===== config.mk =====
export PLATFORM = sky130hd
export DESIGN_NAME = websocket_frame_deframer_core
export DESIGN_NICKNAME = d
export VERILOG_FILES = /design/src/wsfd_pkg.sv /design/src/websocket_frame_deframer_core.sv /design/src/wsfd_parser.sv
export SDC_FILE = /design/constraint.sdc
export NUM_CORES = 1
export LEC_CHECK = 0
export BUFFER_PORTS_ARGS = -buffer_cell sky130_fd_sc_hd__buf_4
export CORE_UTILIZATION = 47
export CTS_CLUSTER_SIZE = 40
export DETAILED_ROUTE_END_ITERATION = 10
export PLACE_DENSITY = 0.65
export SETUP_SLACK_MARGIN = 0.1
export SLEW_MARGIN = 40
export SYNTH_ARGS = -nofsm -noshare
export SYNTH_HDL_FRONTEND = slang
export SYNTH_HIERARCHICAL = 1
export SYNTH_SLANG_ARGS = --single-unit

===== constraint.sdc =====
create_clock -name clk -period 8.9 [get_ports clk]
set_input_delay 1.78 -clock clk [delete_from_list [all_inputs] [get_ports clk]]
set_output_delay 1.78 -clock clk [all_outputs]
set_load 0.03 [all_outputs]

===== src/wsfd_pkg.sv =====
package wsfd_pkg;

  typedef enum logic [6:0] {
    PH_H0   = 7'b0000001,
    PH_H1   = 7'b0000010,
    PH_EXT  = 7'b0000100,
    PH_KEY  = 7'b0001000,
    PH_DATA = 7'b0010000,
    PH_DONE = 7'b0100000,
    PH_ERR  = 7'b1000000
  } phase_t;

  localparam logic [1:0] ST_OK        = 2'd0;
  localparam logic [1:0] ST_SHORT     = 2'd1;
  localparam logic [1:0] ST_BAD_TYPE  = 2'd2;
  localparam logic [1:0] ST_TRUNCATED = 2'd3;

  localparam logic [2:0] KIND_ERROR    = 3'd0;
  localparam logic [2:0] KIND_TEXT     = 3'd1;
  localparam logic [2:0] KIND_BINARY   = 3'd2;
  localparam logic [2:0] KIND_CLOSE    = 3'd3;
  localparam logic [2:0] KIND_PING     = 3'd4;
  localparam logic [2:0] KIND_PONG     = 3'd5;
  localparam logic [2:0] KIND_CONT     = 3'd6;
  localparam logic [2:0] KIND_UNFINISH = 3'd7;

  localparam logic [3:0] OP_CONT   = 4'h0;
  localparam logic [3:0] OP_TEXT   = 4'h1;
  localparam logic [3:0] OP_BINARY = 4'h2;
  localparam logic [3:0] OP_CLOSE  = 4'h8;
  localparam logic [3:0] OP_PING   = 4'h9;
  localparam logic [3:0] OP_PONG   = 4'hA;

  localparam logic [6:0] LEN_CODE_16 = 7'd126;
  localparam logic [6:0] LEN_CODE_64 = 7'd127;

  typedef struct packed {
    logic [7:0]  payload_byte;
    logic        byte_valid;
    logic        chunk_done;
    logic [1:0]  status;
    logic        fin_flag;
    logic [3:0]  opcode_field;
    logic        mask_flag;
    logic [2:0]  frame_kind;
    logic [31:0] key_word;
    logic [63:0] payload_length;
  } wsfd_result_t;

  function automatic logic [2:0] classify(input logic fin, input logic [3:0] op);
    logic [2:0] kind;
    if (!fin) begin
      kind = KIND_UNFINISH;
    end else begin
      case (op)
        OP_TEXT:   kind = KIND_TEXT;
        OP_BINARY: kind = KIND_BINARY;
        OP_CLOSE:  kind = KIND_CLOSE;
        OP_PING:   kind = KIND_PING;
        OP_PONG:   kind = KIND_PONG;
        OP_CONT:   kind = KIND_CONT;
        default:   kind = KIND_ERROR;
      endcase
    end
    return kind;
  endfunction

endpackage


===== src/websocket_frame_deframer_core.sv =====
// WebSocket frame deframer. Feed one chunk as a byte stream, one byte per item, with s_tlast
// on the chunk's final byte. Each payload byte comes out unmasked with m_tuser high; the final
// byte of the chunk always yields an item with m_tlast high carrying the final status and the
// parsed header fields; header and trailing bytes that are not final yield nothing. The block
// takes one byte every clock unless stalled by m_tready, registering its result; the single
// output register is the only buffering, so s_tready follows m_tready while a result waits.
module websocket_frame_deframer_core (
  input  logic         clk,
  input  logic         rst,
  input  logic         s_tvalid,
  output logic         s_tready,
  input  logic [7:0]   s_tdata,   // data_byte
  input  logic         s_tlast,   // end_of_chunk
  output logic         m_tvalid,
  input  logic         m_tready,
  // payload_byte[7:0], status[9:8], fin_flag[10], opcode_field[14:11], mask_flag[15],
  // frame_kind[18:16], key_word[50:19], payload_length[114:51], zero pad[119:115]
  output logic [119:0] m_tdata,
  output logic         m_tuser,   // byte_valid
  output logic         m_tlast    // chunk_done
);
  import wsfd_pkg::*;

  logic         accept;
  logic         emit;
  wsfd_result_t result;

  assign s_tready = !m_tvalid || m_tready;
  assign accept   = s_tvalid && s_tready;

  wsfd_parser u_parser (
    .clk          (clk),
    .rst          (rst),
    .step         (accept),
    .data_byte    (s_tdata),
    .end_of_chunk (s_tlast),
    .emit         (emit),
    .result       (result)
  );

  always_ff @(posedge clk) begin
    if (rst) begin
      m_tvalid <= 1'b0;
    end else if (accept && emit) begin
      m_tvalid <= 1'b1;
    end else if (m_tready) begin
      m_tvalid <= 1'b0;
    end
  end

  always_ff @(posedge clk) begin
    if (accept && emit) begin
      m_tdata <= {5'd0, result.payload_length, result.key_word, result.frame_kind,
                  result.mask_flag, result.opcode_field, result.fin_flag, result.status,
                  result.payload_byte};
      m_tuser <= result.byte_valid;
      m_tlast <= result.chunk_done;
    end
  end

endmodule


===== src/wsfd_parser.sv =====
module wsfd_parser (
  input  logic                 clk,
  input  logic                 rst,
  input  logic                 step,
  input  logic [7:0]           data_byte,
  input  logic                 end_of_chunk,
  output logic                 emit,
  output wsfd_pkg::wsfd_result_t result
);
  import wsfd_pkg::*;

  phase_t      phase, phase_next;
  logic [63:0] length_accum, length_accum_next;
  logic [6:0]  length_code, length_code_next;
  logic [5:0]  header_flags, header_flags_next;
  logic [31:0] key_store, key_store_next;
  logic [63:0] payload_count, payload_count_next;
  logic [2:0]  kind_reg, kind_reg_next;

  logic [63:0] count_inc;
  logic [31:0] key_shifted;
  logic [7:0]  pbyte;
  logic        valid;
  logic [1:0]  status;

  assign count_inc   = payload_count + 64'd1;
  assign key_shifted = key_store >> {payload_count[1:0], 3'b000};

  always_comb begin
    phase_next         = phase;
    length_accum_next  = length_accum;
    length_code_next   = length_code;
    header_flags_next  = header_flags;
    key_store_next     = key_store;
    payload_count_next = payload_count;
    kind_reg_next      = kind_reg;
    pbyte              = 8'd0;
    valid              = 1'b0;
    unique case (phase)
      PH_H0: begin
        header_flags_next = {data_byte[7], 1'b0, data_byte[3:0]};
        kind_reg_next     = classify(data_byte[7], data_byte[3:0]);
        phase_next        = PH_H1;
      end
      PH_H1: begin
        header_flags_next[4] = header_flags[4] | data_byte[7];
        length_code_next     = data_byte[6:0];
        if (kind_reg == KIND_ERROR) begin
          phase_next = PH_ERR;
        end else if (data_byte[6:0] >= LEN_CODE_16) begin
          length_accum_next  = 64'd0;
          payload_count_next = 64'd0;
          phase_next         = PH_EXT;
        end else begin
          length_accum_next  = {57'd0, data_byte[6:0]};
          payload_count_next = 64'd0;
          if (header_flags_next[4]) begin
            phase_next = PH_KEY;
          end else if (data_byte[6:0] == 7'd0) begin
            phase_next = PH_DONE;
          end else begin
            phase_next = PH_DATA;
          end
        end
      end
      PH_EXT: begin
        length_accum_next  = {length_accum[55:0], data_byte};
        payload_count_next = count_inc;
        if (count_inc >= ((length_code == LEN_CODE_16) ? 64'd2 : 64'd8)) begin
          payload_count_next = 64'd0;
          if (header_flags[4]) begin
            phase_next = PH_KEY;
          end else if (length_accum_next == 64'd0) begin
            phase_next = PH_DONE;
          end else begin
            phase_next = PH_DATA;
          end
        end
      end
      PH_KEY: begin
        key_store_next     = key_store | ({24'd0, data_byte} << {payload_count[1:0], 3'b000});
        payload_count_next = count_inc;
        if (count_inc >= 64'd4) begin
          payload_count_next = 64'd0;
          phase_next         = (length_accum == 64'd0) ? PH_DONE : PH_DATA;
        end
      end
      PH_DATA: begin
        pbyte              = data_byte ^ key_shifted[7:0];
        valid              = 1'b1;
        payload_count_next = count_inc;
        if (count_inc == length_accum) phase_next = PH_DONE;
      end
      default: begin
      end
    endcase
  end

  always_comb begin
    status = ST_OK;
    if (end_of_chunk) begin
      if (phase_next == PH_H1)        status = ST_SHORT;
      else if (phase_next == PH_ERR)  status = ST_BAD_TYPE;
      else if (phase_next == PH_DONE) status = ST_OK;
      else                            status = ST_TRUNCATED;
    end
  end

  assign emit = valid | end_of_chunk;

  always_comb begin
    result.payload_byte   = pbyte;
    result.byte_valid     = valid;
    result.chunk_done     = end_of_chunk;
    result.status         = status;
    result.fin_flag       = header_flags_next[5];
    result.opcode_field   = header_flags_next[3:0];
    result.mask_flag      = header_flags_next[4];
    result.frame_kind     = kind_reg_next;
    result.key_word       = key_store_next;
    result.payload_length = length_accum_next;
  end

  // return to the idle header state after every chunk's final byte
  always_ff @(posedge clk) begin
    if (rst || (step && end_of_chunk)) begin
      phase         <= PH_H0;
      length_accum  <= 64'd0;
      length_code   <= 7'd0;
      header_flags  <= 6'd0;
      key_store     <= 32'd0;
      payload_count <= 64'd0;
      kind_reg      <= KIND_ERROR;
    end else if (step) begin
      phase         <= phase_next;
      length_accum  <= length_accum_next;
      length_code   <= length_code_next;
      header_flags  <= header_flags_next;
      key_store     <= key_store_next;
      payload_count <= payload_count_next;
      kind_reg      <= kind_reg_next;
    end
  end

endmodule


Yosys cells after proc, flatten, opt, wreduce, memory -nomap -nowiden
Index checks and enable logic that the tools add are counted.
{"block": "op_classes", "n_shift": 2, "n_lt_le_gt_ge": 3, "eq_ne": 16, "n_addsub": 1, "muxes": 32, "bitwise": 5, "n_reduce_logical": 16}
{"op": "64-bit 2-to-1 mux", "count": 4}
{"op": "64-bit case mux with 4 select lines", "count": 1}
{"op": "64-bit zero test", "count": 2}
{"op": "64-bit case mux with 2 select lines", "count": 1}
{"op": "64-bit by 1-bit adder with 64-bit output (second input constant)", "count": 1}
{"op": "64-bit == test", "count": 1}
{"op": "64-bit by 3-bit >= comparator with 1-bit output (second input constant)", "count": 1}
{"op": "64-bit >= comparator", "count": 1}
{"op": "7-bit 2-to-1 mux", "count": 7}
{"op": "7-bit case mux with 5 select lines", "count": 1}
{"op": "32-bit 2-to-1 mux", "count": 1}
{"op": "32-bit OR", "count": 1}
{"op": "8-bit by 5-bit left shift with 32-bit output", "count": 1}
{"op": "32-bit by 5-bit right shift with 8-bit output", "count": 1}
{"op": "6-bit 2-to-1 mux", "count": 4}
{"op": "3-bit case mux with 6 select lines", "count": 1}
{"op": "7-bit by 2-bit == test with 1-bit output (second input constant)", "count": 2}
{"op": "7-bit == test (second input constant)", "count": 2}
{"op": "4-bit == test (second input constant)", "count": 3}
{"op": "4-bit 2-to-1 mux", "count": 2}
{"op": "8-bit bitwise XOR", "count": 1}
{"op": "7-bit by 1-bit == test with 1-bit output (second input constant)", "count": 1}
{"op": "7-bit by 3-bit == test with 1-bit output (second input constant)", "count": 1}
{"op": "7-bit by 4-bit == test with 1-bit output (second input constant)", "count": 1}
{"op": "23 further kinds", "count": 33}
{"block": "word_totals", "elab_cells": 89, "regBits": 301, "output_inout_bits": 124}

Logic depth before layout (Yosys ltp)
{"block": "depth", "ltp_word": 10, "depth_mapped": 16, "ltp_nobuf": 12}

Modules after synthesis
The synthesis kept the hierarchy.
{"mod": "wsfd_parser", "instances": 1, "area_per_inst_um2": 12744.7, "cells_per_inst": 1779}
{"mod": "websocket_frame_deframer_core", "instances": 1, "area_per_inst_um2": 3622.2, "cells_per_inst": 129}

Least setup slack after synthesis
Ideal clock, no wire load.
{"block": "synth_path", "path_kind": "reg2reg", "startpoint": "reg u_parser.payload_count[2]", "endpoint": "reg u_parser.payload_count[9]", "period_less_slack_ps": 4255, "setup_ps": 72, "t_arrival_ps": 4184, "slack_ps": 4645, "stages_incl_launch_ff": 15, "path_buffers": 4, "cell_sequence": "dfxtp_1 -> clkbuf_1 -> nand4_1 -> or4_1 -> clkbuf_1 -> nor4_1 -> xor2_1 -> or4b_2 -> nor4_4 -> nand4_2 -> a211oi_2 -> buf_6 -> buf_6 -> nand4_1 -> mux2i_1"}
{"block": "synth_between", "elab_chain_cells": 4, "elab_cells_between_ends": 6}
{"item": "start: declaration", "line": "wsfd_parser.sv:17", "rtl": "logic [63:0] payload_count, payload_count_next;"}
{"item": "start signal: assignment", "line": "wsfd_parser.sv:140", "rtl": "payload_count <= payload_count_next;"}
{"item": "64-bit by 1-bit adder with 64-bit output *", "line": "wsfd_parser.sv:26", "rtl": "assign count_inc = payload_count + 64'd1;"}
{"item": "64-bit by 3-bit >= comparator with 1-bit output or 64-bit >= comparator (tied branches)", "line": "wsfd_parser.sv:83, wsfd_parser.sv:69"}
{"item": "64-bit 2-to-1 mux (on tied branches)", "line": "wsfd_parser.sv:83, wsfd_parser.sv:69"}
{"item": "64-bit case mux with 4 select lines *", "line": "wsfd_parser.sv:39", "rtl": "unique case (phase)"}
Mark *: on every way between the ends. The rest lies on a longest branch, timed or not.
A chain may end at the register's enable or synchronous reset.

Worst setup path in the final report
{"block": "layout_path", "startpoint": "reg u_parser.payload_count[1]", "endpoint": "reg u_parser.payload_count[47]"}
The elaborated chain is that of the path after synthesis.

==> reports/metrics.csv <==
stage,metric,value,unit
status,run status,"complete, no violations",
route,via count,15300,
timing,final clock skew,0.0213,ns
power,Peak VDD IR,0.169,mV
layout,Post-Layout Cell Count,2420,
placement,RD Place Congestion,0.986,
critical_path,CP cell instances,"nand4_1, or4_1, nor4_1, xor2_1, or4b_2, nor4_4, nand4_2, a211oi_4, buf_6, a21oi_1, mux2i_1",
route,DR WL/cell,25.0,um
floorplan,die area,35600,um2
power,clock share of power,45.2,%
cts,htree depth,2,
synth,"count leader, synth",nand2_1,
power,P_leak,7.37,nW
placement,cell count after placement,2358,
floorplan,Rows,67,
critical_path,Worst path top cell family by delay,simple AND/OR/NAND/NOR gates,
grt,vias in the first global route,13900,
critical_path,crit path launch type,flip-flop,
route,First-pass DRT Iterations,7,
power,Int Power,2.34,mW
cts,clk_lat worst skew,0.55,ns
layout,FF+latch area,7200,um2
power,Sw Share,24.8,%
synth,Main synth FF type,dfxtp_1,
layout,top flop regs,"m_tdata: 115 flops, u_parser/length_accum: 64 flops, u_parser/payload_count: 64 flops",
critical_path,worst path bufs/invs,1,
layout,max reg flops,115,
timing,Max Slew Vio Count,0,
synth,Commonest cells post-synth,"nand2_1 (349), dfxtp_1 (184), nand3_1 (134)",
timing,final setup TNS,0,ns
floorplan,die height,189,um
power,Sw Pwr,769,uW
synth,sequential-to-total area share from yosys stat,44.0,%
layout,fill cell count,3124,
synth,Mapped Cells,1908,
grt,largest net degree at the start of global routing,87,
critical_path,slowest CP cell,or4_1,
timing,Tmin final,6.36,ns
cts,PostCTS Resize Cnt,0,
power,Total Power,3.11,mW
route,drt total wl,60600,um
layout,Largest Register,m_tdata,
synth,mapped cell area,16400,um2
layout,Final nets,1963,
grt,first-pass GRT wire length,89100,um
layout,combined area of the multi-input logic cells,8510,um2
floorplan,Starting Density,48.3,%
layout,share of cells above drive strength 1,13.1,%
synth,"top cells by area, synth","dfxtp_1 (23%), edfxtp_1 (21%), nand2_1 (8.0%)",
placement,DP Area,17600,um2
placement,# port buffers,131,
route,Residual DRC,0,
synth,"flops & latches, synth",301,
timing,FMAX,0.157,GHz
grt,grt total ovfl,0,
cts,Setup Buffers After CTS,0,
power,Logic pwr share,7.4,%
route,Final ANT Viol Nets,0,
critical_path,CP Capture Type,flip-flop,
route,DRT iter0 DRCs,1683,
synth,asr flop ratio synth,0,%
timing,fin crit share,71.5,%
timing,Worst slew margin,41.1,%
floorplan,Ports,137,
synth,synthesis warning total,6,
layout,Layout area overhead,14.0,%
hold_path,HP Class,flip-flop to flip-flop,
placement,DPL Wire Length,43300,um
cts,Max clock buf depth,3,
critical_path,Max Fanout on Critical Path,86,
cts,TritonCTS clock tree,yes,
synth,Avg Inst Size Synth,8.58,um2
cts,total CTS buffers,35,
timing,Final setup viols,0,
cts,Sink Count,301,
critical_path,critical path required time,9.36,ns
layout,antenna diode count,0,
cts,clock slew at reported path FFs,0.06,ns
layout,Finished Cell Area,18700,um2
synth,Synth cell types,84,
cts,CTS hold repair buffers,0,
floorplan,core area,33900,um2
grt,Overall Global Routing Usage,33.4,%
timing,Final Hold Fails,0,
timing,RSZ-0062 raised after global routing,no,
critical_path,Worst EP arrival,6.83,ns
grt,antenna violations before repair,1,
synth,number of synthesized flops with an enable pin,117,
synth,Synth area leader,dfxtp_1,
power,share of power burned in registers,47.4,%
timing,Worst Tran Pin Value,0.876,ns
critical_path,critical path class,flip-flop to flip-flop,
synth,Yosys top cell area share,22.5,%
route,DR vias/cell,6.31,
floorplan,Die Width,189,um
power,PwrDens,166,nW/um2
cts,clock root cell,clkbuf_16,
critical_path,critical path's largest stage delay,0.92,ns
job,max cap viols,0,
[path summary, 6_finish.rpt]
kind              slack [ns]  depth (start not counted)                          to                       from
setup / recovery        2.54                         11  u_parser/payload_count[47]  u_parser/payload_count[1]
hold / removal          0.47                          2     u_parser/length_code[1]    u_parser/length_code[1]
setup reg to reg        2.54                         11  u_parser/payload_count[47]  u_parser/payload_count[1]
hold reg to reg         0.47                          2     u_parser/length_code[1]    u_parser/length_code[1]
[cells by family (layout without fill, tap and decap cells)]
family	Yosys count	after routing	synth area share, %
simple gates	918	918	27.9
mux	43	43	3.29
other cells	1	5	0.0229
flops	301	301	44.0
xor+xnor	101	101	5.57
fa+ha+maj	3	3	0.229
compound gates	350	350	14.0
buf+inv	191	251	4.97
[worst register-to-register path, cell delays in order, from the launching register on]
cell and delay (ns):
dfxtp_1 0.89, nand4_1 0.62, or4_1 0.92, nor4_1 0.85, xor2_1 0.25, or4b_2 0.78
nor4_4 0.44, nand4_2 0.24, a211oi_4 0.30, buf_6 0.56, a21oi_1 0.24, mux2i_1 0.20
[per-layer routing]
metal / track usage, % / wire length, um / vias to the layer above
met5: 0 / 0 / -
met4: 10.9 / 1750 / 0
met3: 4.43 / 4070 / 129
met2: 54.4 / 28300 / 725
met1: 45.8 / 26500 / 7444
li1: - / - / 6961
[power groups by stage]
stage / registers, mW / clock network, mW / logic, mW
after floorplan: 1.55 / 0 / 0.105
after global placement: 1.50 / 0 / 0.226
after detailed placement: 1.50 / 0 / 0.229
after CTS: 1.47 / 1.43 / 0.230
after global routing: 1.48 / 1.47 / 0.243
final: 1.47 / 1.40 / 0.230
[stage by stage]
step	setup WS, ns	hold WS, ns	util, %
floorplan	4.64	0.431	-
global placement	2.70	0.444	51.6
detailed placement	2.72	0.453	51.8
CTS	2.69	0.462	55.0
global route	2.42	0.483	55.1
finish	2.54	0.466	55.1
[layout by cell type (no fill, tap or decap), types with 11 or more instances in the layout]
cell	synthesis	final
a21o_1	38	37
a21oi_1	124	122
a31oi_1	14	14
and2_1	14	14
and3_1	19	18
and4_1	15	15
buf_4	9	150
clkbuf_16	0	35
dfxtp_1	184	184
edfxtp_1	117	117
inv_1	35	34
mux2i_1	28	28
nand2_1	349	349
nand2b_1	13	12
nand3_1	134	133
nand4_1	77	77
nor2_1	108	108
nor2b_1	16	16
nor3_1	49	47
nor4_1	52	46
o211a_1	32	32
o21ai_0	57	57
or3_1	11	11
or4_1	13	13
xnor2_1	67	67
xor2_1	32	32
[final cells by class]
| cell class | instances | share of cell area, % |
|---|---|---|
| clock inverters | 15 | 0.784 |
| flip-flops and latches | 301 | 38.6 |
| inverters | 35 | 0.704 |
| clock buffers | 47 | 5.04 |
| well taps | 448 | 3.00 |
| repair buffers | 154 | 6.34 |
| multi-input cells | 1420 | 45.6 |
No activity file was read; power rests on OpenSTA's default activity.
